--- config.mk ---
export PLATFORM = sky130hd
export DESIGN_NAME = gregorian_date_add_days
export DESIGN_NICKNAME = d
export VERILOG_FILES = /design/src/sv/dga_pkg.sv /design/src/sv/dga_month_len.sv /design/src/sv/dga_alu.sv /design/src/sv/gregorian_date_add_days.sv
export SDC_FILE = /design/constraint.sdc
export NUM_CORES = 1
export LEC_CHECK = 0
export BUFFER_PORTS_ARGS = -buffer_cell sky130_fd_sc_hd__buf_2
export CORE_MARGIN = 1.5
export CORE_UTILIZATION = 60
export DETAILED_ROUTE_END_ITERATION = 12
export PLACE_DENSITY = 0.94
export SLEW_MARGIN = 20
export SYNTH_ARGS = -nofsm -noshare
export SYNTH_HDL_FRONTEND = slang
export SYNTH_SLANG_ARGS = --single-unit
--- constraint.sdc ---
create_clock -name clk -period 6.65 [get_ports clk]
set_clock_uncertainty 0.2 [all_clocks]
set_input_delay 1.33 -clock clk [delete_from_list [all_inputs] [get_ports clk]]
set_output_delay 1.33 -clock clk [all_outputs]
set_load 0.02 [all_outputs]
--- src/sv/dga_pkg.sv ---
// Shared types, constants and calendar helpers for the date adder.
`timescale 1ns / 1ps

package dga_pkg;

	localparam int unsigned YEAR_CYCLE = 400;
	localparam int unsigned MOD_STEPS  = 6;
	localparam logic [3:0]  MONTH_JAN  = 4'd1;
	localparam logic [3:0]  MONTH_FEB  = 4'd2;
	localparam logic [3:0]  MONTH_DEC  = 4'd12;

	typedef struct packed {
		logic [3:0]  start_month;
		logic [4:0]  start_day;
		logic [13:0] start_year;
		logic [15:0] days_to_add;
	} req_t;

	typedef struct packed {
		logic [3:0]  end_month;
		logic [4:0]  end_day;
		logic [13:0] end_year;
		logic        start_is_leap;
		logic        bad_date;
	} rsp_t;

	typedef enum logic [2:0] {
		ST_IDLE,
		ST_MOD,
		ST_CHECK,
		ST_WALK,
		ST_FINISH
	} state_t;

	typedef enum logic {
		ALU_MOD,
		ALU_WALK
	} alu_mode_t;

	typedef struct packed {
		alu_mode_t  mode;
		logic [2:0] step;
	} alu_ctl_t;

	// Days of the month in a common year; zero for codes that name no month.
	function automatic logic [4:0] month_base(input logic [3:0] m);
		logic [4:0] n;
		unique case (m)
			4'd1, 4'd3, 4'd5, 4'd7, 4'd8, 4'd10, 4'd12: n = 5'd31;
			4'd4, 4'd6, 4'd9, 4'd11:                    n = 5'd30;
			4'd2:                                       n = 5'd28;
			default:                                    n = 5'd0;
		endcase
		return n;
	endfunction

	// Leap test on the year taken modulo 400.
	function automatic logic leap_of(input logic [8:0] r);
		return (r[1:0] == 2'b00) && (r != 9'd100) && (r != 9'd200) && (r != 9'd300);
	endfunction

endpackage

--- src/sv/dga_month_len.sv ---
// Month length lookup with leap February.
`timescale 1ns / 1ps

module dga_month_len (
	input  logic [3:0] month,
	input  logic       leap,
	output logic [4:0] len
);

	always_comb begin
		len = dga_pkg::month_base(month);
		if (month == dga_pkg::MONTH_FEB && leap) begin
			len = 5'd29;
		end
	end

endmodule

--- src/sv/dga_alu.sv ---
// Shared subtract-and-compare unit for year reduction and month stepping.
`timescale 1ns / 1ps

module dga_alu (
	input  dga_pkg::alu_ctl_t ctl,
	input  logic [13:0]       rem,
	input  logic [15:0]       left,
	input  logic [5:0]        span,
	output logic [16:0]       diff,
	output logic              ge
);

	logic [16:0] a;
	logic [16:0] b;

	always_comb begin
		unique case (ctl.mode)
			dga_pkg::ALU_MOD: begin
				a = {3'b000, rem};
				b = 17'(dga_pkg::YEAR_CYCLE) << ctl.step;
			end
			dga_pkg::ALU_WALK: begin
				a = {1'b0, left};
				b = {11'b0, span};
			end
			default: begin
				a = '0;
				b = '0;
			end
		endcase
	end

	assign diff = a - b;
	assign ge   = ~diff[16];

endmodule

--- src/sv/gregorian_date_add_days.sv ---
// Top level of the Gregorian date adder: sequencer, state registers, result register.
`timescale 1ns / 1ps

// Adds a day count to a Gregorian date and returns the later date, the leap
// flag of the starting year and a flag for a starting date that does not
// exist (month outside 1..12, day zero or past the month's end), in which
// case the date comes back unchanged. One request is worked at a time and
// req_stall stays high until it is done. A request reduces the year modulo
// 400, checks the date, walks forward one month boundary at a time, ends
// inside the last month and then loads the result; a bad date skips the
// walk. The single shared subtractor advances one month per cycle. The
// result register frees the request side: a new request is taken while the
// previous result still waits on rsp_stall.
module gregorian_date_add_days (
	input  logic          clk,
	input  logic          arst_n,
	input  logic          req_valid,
	output logic          req_stall,
	input  dga_pkg::req_t req,
	output logic          rsp_valid,
	input  logic          rsp_stall,
	output dga_pkg::rsp_t rsp
);

	dga_pkg::state_t   state_q;
	dga_pkg::state_t   state_nxt;
	logic [2:0]        step_q;
	logic [3:0]        mon_q;
	logic [4:0]        day_q;
	logic [13:0]       year_q;
	logic [15:0]       left_q;
	logic [13:0]       rem_q;
	logic              leap0_q;
	logic              bad_q;
	dga_pkg::rsp_t     rsp_q;
	logic              rsp_valid_q;

	dga_pkg::alu_ctl_t alu_ctl;
	logic [16:0]       alu_diff;
	logic              alu_ge;
	logic              leap_now;
	logic [4:0]        len;
	logic [5:0]        span;
	logic              date_bad;
	logic              req_take;
	logic              rsp_load;

	// Leap status of the current year follows from its residue modulo 400.
	assign leap_now = dga_pkg::leap_of(rem_q[8:0]);

	dga_month_len u_len (
		.month (mon_q),
		.leap  (leap_now),
		.len   (len)
	);

	// Days from the current day to the first of next month.
	assign span = 6'(len) - 6'(day_q) + 6'd1;

	dga_alu u_alu (
		.ctl  (alu_ctl),
		.rem  (rem_q),
		.left (left_q),
		.span (span),
		.diff (alu_diff),
		.ge   (alu_ge)
	);

	assign date_bad = (mon_q == 4'd0) || (mon_q > dga_pkg::MONTH_DEC) ||
		(day_q == 5'd0) || (day_q > len);

	// Next state.
	always_comb begin
		state_nxt = state_q;
		unique case (state_q)
			dga_pkg::ST_IDLE: begin
				if (req_valid) begin
					state_nxt = dga_pkg::ST_MOD;
				end
			end
			dga_pkg::ST_MOD: begin
				if (step_q == 3'd0) begin
					state_nxt = dga_pkg::ST_CHECK;
				end
			end
			dga_pkg::ST_CHECK: begin
				state_nxt = date_bad ? dga_pkg::ST_FINISH : dga_pkg::ST_WALK;
			end
			dga_pkg::ST_WALK: begin
				if (left_q == 16'd0) begin
					state_nxt = dga_pkg::ST_FINISH;
				end
			end
			dga_pkg::ST_FINISH: begin
				if (!rsp_valid_q || !rsp_stall) begin
					state_nxt = dga_pkg::ST_IDLE;
				end
			end
			default: state_nxt = dga_pkg::ST_IDLE;
		endcase
	end

	// Control outputs.
	always_comb begin
		req_stall    = (state_q != dga_pkg::ST_IDLE);
		req_take     = (state_q == dga_pkg::ST_IDLE) && req_valid;
		rsp_load     = (state_q == dga_pkg::ST_FINISH) && (!rsp_valid_q || !rsp_stall);
		alu_ctl.mode = (state_q == dga_pkg::ST_MOD) ? dga_pkg::ALU_MOD : dga_pkg::ALU_WALK;
		alu_ctl.step = step_q;
	end

	always_ff @(posedge clk or negedge arst_n) begin
		if (!arst_n) begin
			state_q     <= dga_pkg::ST_IDLE;
			rsp_valid_q <= 1'b0;
		end else begin
			state_q <= state_nxt;
			if (rsp_load) begin
				rsp_valid_q <= 1'b1;
			end else if (!rsp_stall) begin
				rsp_valid_q <= 1'b0;
			end
		end
	end

	// Datapath registers.
	always_ff @(posedge clk) begin
		if (req_take) begin
			mon_q  <= req.start_month;
			day_q  <= req.start_day;
			year_q <= req.start_year;
			left_q <= req.days_to_add;
			rem_q  <= req.start_year;
			step_q <= 3'(dga_pkg::MOD_STEPS - 1);
			bad_q  <= 1'b0;
		end
		unique case (state_q)
			dga_pkg::ST_MOD: begin
				// Restoring reduction: drop 400 times a power of two when it fits.
				if (alu_ge) begin
					rem_q <= alu_diff[13:0];
				end
				step_q <= step_q - 3'd1;
			end
			dga_pkg::ST_CHECK: begin
				leap0_q <= leap_now;
				bad_q   <= date_bad;
			end
			dga_pkg::ST_WALK: begin
				if (left_q != 16'd0) begin
					if (alu_ge) begin
						// Cross into the next month.
						left_q <= alu_diff[15:0];
						day_q  <= 5'd1;
						if (mon_q == dga_pkg::MONTH_DEC) begin
							mon_q  <= dga_pkg::MONTH_JAN;
							year_q <= year_q + 14'd1;
							if (rem_q[8:0] == 9'(dga_pkg::YEAR_CYCLE - 1)) begin
								rem_q <= 14'd0;
							end else begin
								rem_q <= rem_q + 14'd1;
							end
						end else begin
							mon_q <= mon_q + 4'd1;
						end
					end else begin
						// Finish inside this month.
						day_q  <= day_q + left_q[4:0];
						left_q <= 16'd0;
					end
				end
			end
			default: begin
			end
		endcase
		if (rsp_load) begin
			rsp_q.end_month     <= mon_q;
			rsp_q.end_day       <= day_q;
			rsp_q.end_year      <= year_q;
			rsp_q.start_is_leap <= leap0_q;
			rsp_q.bad_date      <= bad_q;
		end
	end

	assign rsp_valid = rsp_valid_q;
	assign rsp       = rsp_q;

	a_take_starts_mod: assert property (@(posedge clk) disable iff (!arst_n)
		req_take |=> state_q == dga_pkg::ST_MOD)
		else $error("accepted request did not start year reduction");

	a_residue_reduced: assert property (@(posedge clk) disable iff (!arst_n)
		(state_q == dga_pkg::ST_CHECK || state_q == dga_pkg::ST_WALK) |-> rem_q < 14'd400)
		else $error("year residue not below 400");

	a_day_in_month: assert property (@(posedge clk) disable iff (!arst_n)
		state_q == dga_pkg::ST_WALK |-> (day_q != 5'd0) && (day_q <= len))
		else $error("day left its month during the walk");

	a_rsp_from_finish: assert property (@(posedge clk) disable iff (!arst_n)
		$rose(rsp_valid_q) |-> $past(state_q == dga_pkg::ST_FINISH))
		else $error("result raised outside the finish step");

endmodule
==> results of run 1 <==
## cell usage after synthesis, drive strengths merged (5+ instances only)
cell    number
a311oi       6
o221ai       6
a21oi       66
clkbuf      21
nor2        62
a21o        11
nor3        16
o21ai       32
nand2b      10
nor2b        5
nand2      124
dfxtp       56
ha          41
xnor2       15
buf         12
inv         30
and2         7
a211oi      11
mux2i       19
a31oi       12
o21a         7
and3        11
xor2        17
nor4         5
o22ai        8
nand3       24
edfxtp      30
## metrics by stage
stage / util [%] / hold slack [ns] / instances / area [sq um] / worst slack (ns)
after floorplan: - / 0.200 / 722 / 6140 / 1.35
after CTS: 68.1 / 0.230 / 914 / 6720 / 0.736
after detailed placement: 66.4 / 0.209 / 898 / 6550 / 0.792
after global placement: 66.4 / 0.207 / 898 / 6550 / 0.964
after global routing: 68.1 / 0.244 / 914 / 6720 / 0.264
final: 68.1 / 0.226 / 914 / 6720 / 0.644
## kinds of logic (layout without fill, tap and decap cells)
group / Yosys count / after routing
compound gates: 187 / 187
xor+xnor: 32 / 32
fa+ha+maj: 45 / 45
buf+inv: 63 / 122
flops: 90 / 90
mux: 21 / 21
simple gates: 284 / 284
## sequential cells by signal, indices dropped and copies added, names as in the netlist, named ones only
name,count
leap0_q,1
mon_q,4
rem_q,14
rsp_valid,1
state_q,3
rsp,25
left_q,16
bad_q,1
step_q,3
day_q,5
year_q,14
## routing by layer
| layer | part of all wire, % | vias up |
|---|---|---|
| li1 | - | 2691 |
| met1 | 43 | 2704 |
| met2 | 48 | 264 |
| met3 | 7.4 | 37 |
| met4 | 1.9 | 0 |
| met5 | 0 | - |
## layout make-up
cell class,instances,area [sq um],share of cell area [%]
Multi-Input combinational cell,569,3750,55.8
Timing Repair Buffer,76,398,5.92
Sequential cell,90,2120,31.6
Tap cell,133,166,2.48
Clock buffer,10,128,1.90
Inverter,30,113,1.68
Clock inverter,6,42.5,0.633
## worst reg2reg max path, cell delays in order, from the launching register on
cell and delay (ns):
dfxtp_1 0.52, nor4bb_1 0.37, o21ai_0 0.15, a21oi_1 0.18, nor2b_1 0.08, and3_1 0.22, or2_2 0.35, ha_1 0.35
fa_1 0.47, a21o_1 0.18, a21oi_1 0.18, xor2_1 0.18, a21oi_1 0.09, ha_1 0.37, o211ai_1 0.12, o21a_1 0.24
a2111o_4 0.54, a21o_1 0.26, o21ai_4 0.44, a21oi_1 0.16, a311oi_1 0.27
## placed cells by master (no fill, tap or decap), drive strengths merged, types with 5 or more instances in the layout
master,count
xor2,17
o221ai,6
mux2i,19
and2,7
o21ai,32
xnor2,15
buf,76
a211oi,11
clkbuf,10
nor3,16
a21oi,66
a21o,11
nand3,24
o22ai,8
dfxtp,56
a31oi,12
edfxtp,30
nand2,124
nor4,5
ha,41
nand2b,10
and3,11
o21a,7
nor2b,5
inv,31
a311oi,6
nor2,62
## worst max-delay path by stage
stage,start,depth (start not counted),endpoint
after floorplan,rem_q[8]$_DFF_P_,21,flop
after global placement,rem_q[8]$_DFF_P_,20,rem_q[3]$_DFF_P_
after detailed placement,rem_q[5]$_DFF_P_,20,rem_q[3]$_DFF_P_
after CTS,rem_q[5]$_DFF_P_,20,rem_q[6]$_DFF_P_
after global routing,rem_q[5]$_DFF_P_,20,rem_q[11]$_DFF_P_
final,rem_q[5]$_DFF_P_,20,year_q[11]$_DFF_P_
==> results.json, run 1 <==
{
  "synth_fp_nets": 810,
  "cp_common_cell": "a21oi_1",
  "fmax_ghz": 0.166,
  "synth-compound-area-share_pct": 21.2,
  "top_usage_layer": "met2",
  "synth_top_area_share_pct": 18.3,
  "avgSynthCellArea_sq_um": 8.51,
  "io_pins": 70,
  "crit_required_ns": 6.74,
  "critical_path.cell_chain": "nor4bb_1 > o21ai_0 > a21oi_1 > nor2b_1 > and3_1 > or2_2 > ha_1 > fa_1 > a21o_1 > a21oi_1 > xor2_1 > a21oi_1 > ha_1 > o211ai_1 > o21a_1 > a2111o_4 > a21o_1 > o21ai_4 > a21oi_1 > a311oi_1",
  "grt_overflow": 0,
  "drc": 0,
  "fillCellCount": 781,
  "io_buffers": 69,
  "cts.reportedPaths.clkPinSlew_ns": 0.09,
  "crit_type": "reg -> reg",
  "antenna_found_initial": 0,
  "drtAntennaViolNets": 0,
  "wl_microns": 16300,
  "place_congestion": 0.962,
  "rsz0062_at_grt": "false",
  "syn_inst": 722,
  "postCtsSetupBuffers": 0,
  "hold_depth": 0,
  "fin_crit_sh_pct": 90.3,
  "clk_latency_ns": 0.37,
  "cts_hold_buf": 0,
  "critPathBufInv": 0,
  "synthSimpleGateAreaFrac_pct": 22.0,
  "cp.arrival_ns": 6.09,
  "drv_slew": 0,
  "grt_pass1_vias": 5424,
  "clock_path_buffers": 2,
  "cpPeakStageDelay_ns": 0.54,
  "cts-resized-gates": 0,
  "row_count": 36,
  "synth_seq_cells": 90,
  "crit_slowest_cell": "a2111o_4",
  "ys_seq_area_share_pct": 34.6,
  "synth_fa_ha_area_share_pct": 9.66,
  "synthTopCellsByArea": "dfxtp_1 (18%), edfxtp_1 (15%), ha_1 (8.4%), nand2_1 (7.3%), a21oi_1 (4.6%)",
  "cts_buffers": 9,
  "async_flop_share_pct": 4.44,
  "grtUsageMet3_pct": 4.20,
  "hp-class": "reg -> reg",
  "crit_path_end_kind": "flop",
  "via_count": 5696,
  "n_antenna_cell": 0,
  "synth_xor_area_share_pct": 4.56,
  "synth_edf_count": 30,
  "clock-root-buffer": "clkbuf_8",
  "wl_per_cell_microns": 17.8,
  "synth.distinct_cells": 73,
  "fin_nets": 864,
  "synth.cell_area_sq_um": 6140,
  "cp_top_family": "compound AO/OA/AOI/OAI gates",
  "clock-sinks": 90,
  "die_area_sq_um": 10900,
  "grt_max_degree": 33,
  "drt_iter0_markers": 477,
  "tightest_slew_ns": 0.915,
  "grt_pass1_wl_microns": 26700,
  "max_cap_viol_count": 0,
  "gr-usage-met2_pct": 51.0,
  "die_x_microns": 104,
  "worstPathMaxFanout": 13,
  "min_period_ns": 6.01,
  "die_h_microns": 104,
  "coreArea_sq_um": 9860,
  "crit_path_start_kind": "flop",
  "yosysTopAreaCell": "dfxtp_1",
  "synth_ff_type": "dfxtp_1",
  "finalSetupViolations": 0,
  "synth_top_family_by_area": "simple AND/OR/NAND/NOR gates",
  "hold_viol": 0,
  "fin_tns_setup_ns": 0,
  "cts_tree": "done",
  "r2r_setup_slack_ns": 0.64,
  "yosysWarnings": 0,
  "start_util_pct": 62.3,
  "r2r-start": "rem_q[5]$_DFF_P_",
  "htree_levels": 3,
  "layout-drive-gt1-share_pct": 17.3,
  "r2r-end": "year_q[11]$_DFF_P_",
  "status": "complete, no violations",
  "hp-start": "bad_q$_SDFFCE_PP0P_",
  "grt.total_usage_pct": 30.7,
  "areaGrowthSynthToFinish_pct": 9.45,
  "firstDrtPassIters": 7,
  "dp_hpwl_microns": 12400,
  "grtUsageMet1_pct": 41.4,
  "max_slew_margin_pct": 38.8,
  "via_per_inst": 6.23,
  "synth_mux_area_share_pct": 3.46,
  "min_to": "rsp[0]$_DFFE_PP_",
  "ff2ff_path_depth": 20
}
Power of run 1 is left out: the tool's default activity adds up to more than one toggle a clock period on the data nets, which glitch-free logic cannot reach.
==> run 2, diff against run 1 <==
CORE_UTILIZATION = 35   (was 60)
PLACE_DENSITY = 0.64   (was 0.94)
==> run 2 against run 1 <==
Effect of this change:
- sequential share of layout area decreased by 1.1 points
- setup slack improved by 0.11 ns
- count of clock-buffer cells in the layout decreased by 1
- register-to-register slack improved by 0.11 ns
- die area increased by 69%
- sequential cell count unchanged
- maximum frequency increased by 1.9%
- critical path type unchanged
- largest cell class unchanged
- highest routed layer unchanged
==> results.json, run 2 (synthesis results as in run 1) <==
{
  "status": "complete, no violations",
  "die_h_microns": 135,
  "grt_pass1_wl_microns": 26400,
  "areaGrowthSynthToFinish_pct": 13.4,
  "clock-root-buffer": "clkbuf_16",
  "grtUsageMet3_pct": 4.30,
  "r2r_setup_slack_ns": 0.76,
  "hold_depth": 0,
  "tightest_slew_ns": 0.970,
  "fin_crit_sh_pct": 88.6,
  "layout-drive-gt1-share_pct": 17.5,
  "gr-usage-met2_pct": 29.1,
  "coreArea_sq_um": 17200,
  "cts_hold_buf": 0,
  "clock-sinks": 90,
  "clock_path_buffers": 2,
  "crit_path_start_kind": "flop",
  "via_per_inst": 5.34,
  "wl_per_cell_microns": 16.1,
  "startpoint": "rem_q[8]$_DFF_P_",
  "firstDrtPassIters": 5,
  "rsz0062_at_grt": "false",
  "cts.reportedPaths.clkPinSlew_ns": 0.07,
  "cts_buffers": 9,
  "grt_max_degree": 35,
  "crit_type": "reg -> reg",
  "crit_slowest_cell": "a2111o_4",
  "fmax_ghz": 0.170,
  "drtAntennaViolNets": 0,
  "critical_path.cell_chain": "nor4bb_1 > nand3_1 > a21oi_1 > nor2b_1 > and3_1 > or2_2 > ha_1 > fa_1 > a21o_1 > a21oi_1 > xor2_1 > a21oi_1 > ha_1 > o211ai_1 > o21a_1 > a2111o_4 > a21o_1 > nor3_4 > a21oi_1 > a221o_1",
  "htree_levels": 3,
  "io_buffers": 69,
  "drc": 0,
  "min_period_ns": 5.89,
  "mostFrequentLayoutCells": "nand2_1 (120), buf_2 (69), nor2_1 (58)",
  "cts-resized-gates": 0,
  "hp-class": "reg -> reg",
  "cp_common_cell": "a21oi_1",
  "die_area_sq_um": 18300,
  "largest_register_ffs": 25,
  "drv_slew": 0,
  "grt_overflow": 0,
  "via_count": 5371,
  "clk_latency_ns": 0.35,
  "dp_hpwl_microns": 12400,
  "n_antenna_cell": 0,
  "cp.arrival_ns": 5.94,
  "io_pins": 70,
  "cts_tree": "done",
  "place_inst": 990,
  "cpPeakStageDelay_ns": 0.54,
  "max_slew_margin_pct": 35.1,
  "grtUsageMet1_pct": 24.9,
  "hp-start": "bad_q$_SDFFCE_PP0P_",
  "antenna_found_initial": 0,
  "wl_microns": 16200,
  "start_util_pct": 35.6,
  "die_x_microns": 135,
  "stdcell_count": 1006,
  "row_count": 48,
  "hold_viol": 0,
  "drt_iter0_markers": 433,
  "r2r-start": "rem_q[8]$_DFF_P_",
  "fin_nets": 864,
  "grt_pass1_vias": 5065,
  "place_congestion": 0.910,
  "min_to": "rsp[0]$_DFFE_PP_",
  "grt.total_usage_pct": 18.6,
  "postCtsSetupBuffers": 0,
  "crit_required_ns": 6.69,
  "final_common_cell": "nand2_1",
  "crit_path_end_kind": "flop",
  "worstPathMaxFanout": 12,
  "top_usage_layer": "met2",
  "max_cap_viol_count": 0,
  "r2r-end": "rem_q[3]$_DFF_P_",
  "ff2ff_path_depth": 20,
  "finalSetupViolations": 0,
  "fin_tns_setup_ns": 0
}
==> run 2: changes by cell type in the layout (fill, tap and decap cells not counted), sizes merged <==
cell | before | now
bufinv | 0 | 1
clkbuf | 10 | 9
clkinv | 4 | 3
inv | 31 | 32
==> run 2: cell type report <==
| class | instances | area [sq um] |
|---|---|---|
| sequential | 90 | 2120 |
| fill | 1761 | 10300 |
| clock buffer | 9 | 225 |
| timing repair buffer | 76 | 398 |
| multi-input combinational | 569 | 3750 |
| inverter | 30 | 113 |
| clock inverter | 7 | 77.6 |
| tap | 225 | 282 |
==> run 2: how the worst max path moves through the flow <==
| stage | slack [ns] | to | depth (start not counted) |
|---|---|---|---|
| after detailed placement | 0.82 | rem_q[3]$_DFF_P_ | 20 |
| after CTS | 0.79 | rem_q[11]$_DFF_P_ | 20 |
| after floorplan | 1.35 | flop | 21 |
| after global placement | 0.90 | rem_q[3]$_DFF_P_ | 20 |
| final | 0.76 | rem_q[3]$_DFF_P_ | 20 |
| after global routing | 0.34 | rem_q[11]$_DFF_P_ | 20 |
==> run 2: metal layers <==
metal,vias up,wire [microns]
met5,-,0
met4,0,359
met3,25,1060
met2,166,7350
met1,2487,7440
li1,2693,-
==> run 2: per-stage QoR <==
| step | utilization (%) | area [sq um] | setup slack [ns] | hold WS (ns) |
|---|---|---|---|---|
| global placement | 38.6 | 6660 | 0.897 | 0.205 |
| CTS | 40.4 | 6960 | 0.787 | 0.236 |
| finish | 40.4 | 6960 | 0.755 | 0.237 |
| detailed placement | 38.6 | 6660 | 0.816 | 0.219 |
| global route | 40.4 | 6960 | 0.339 | 0.252 |
| floorplan | - | 6140 | 1.35 | 0.200 |
==> run 2: critical path: cells and delay by family, from the launching register on <==
kind	cells	cell delay, ns
flip-flops	1	0.51
AO/OA/AOI/OAI	10	2.26
XOR/XNOR	1	0.18
adder cells (fa/ha/maj)	3	1.19
AND/OR/NAND/NOR	6	1.45
Power of run 2 is left out for the same reason.
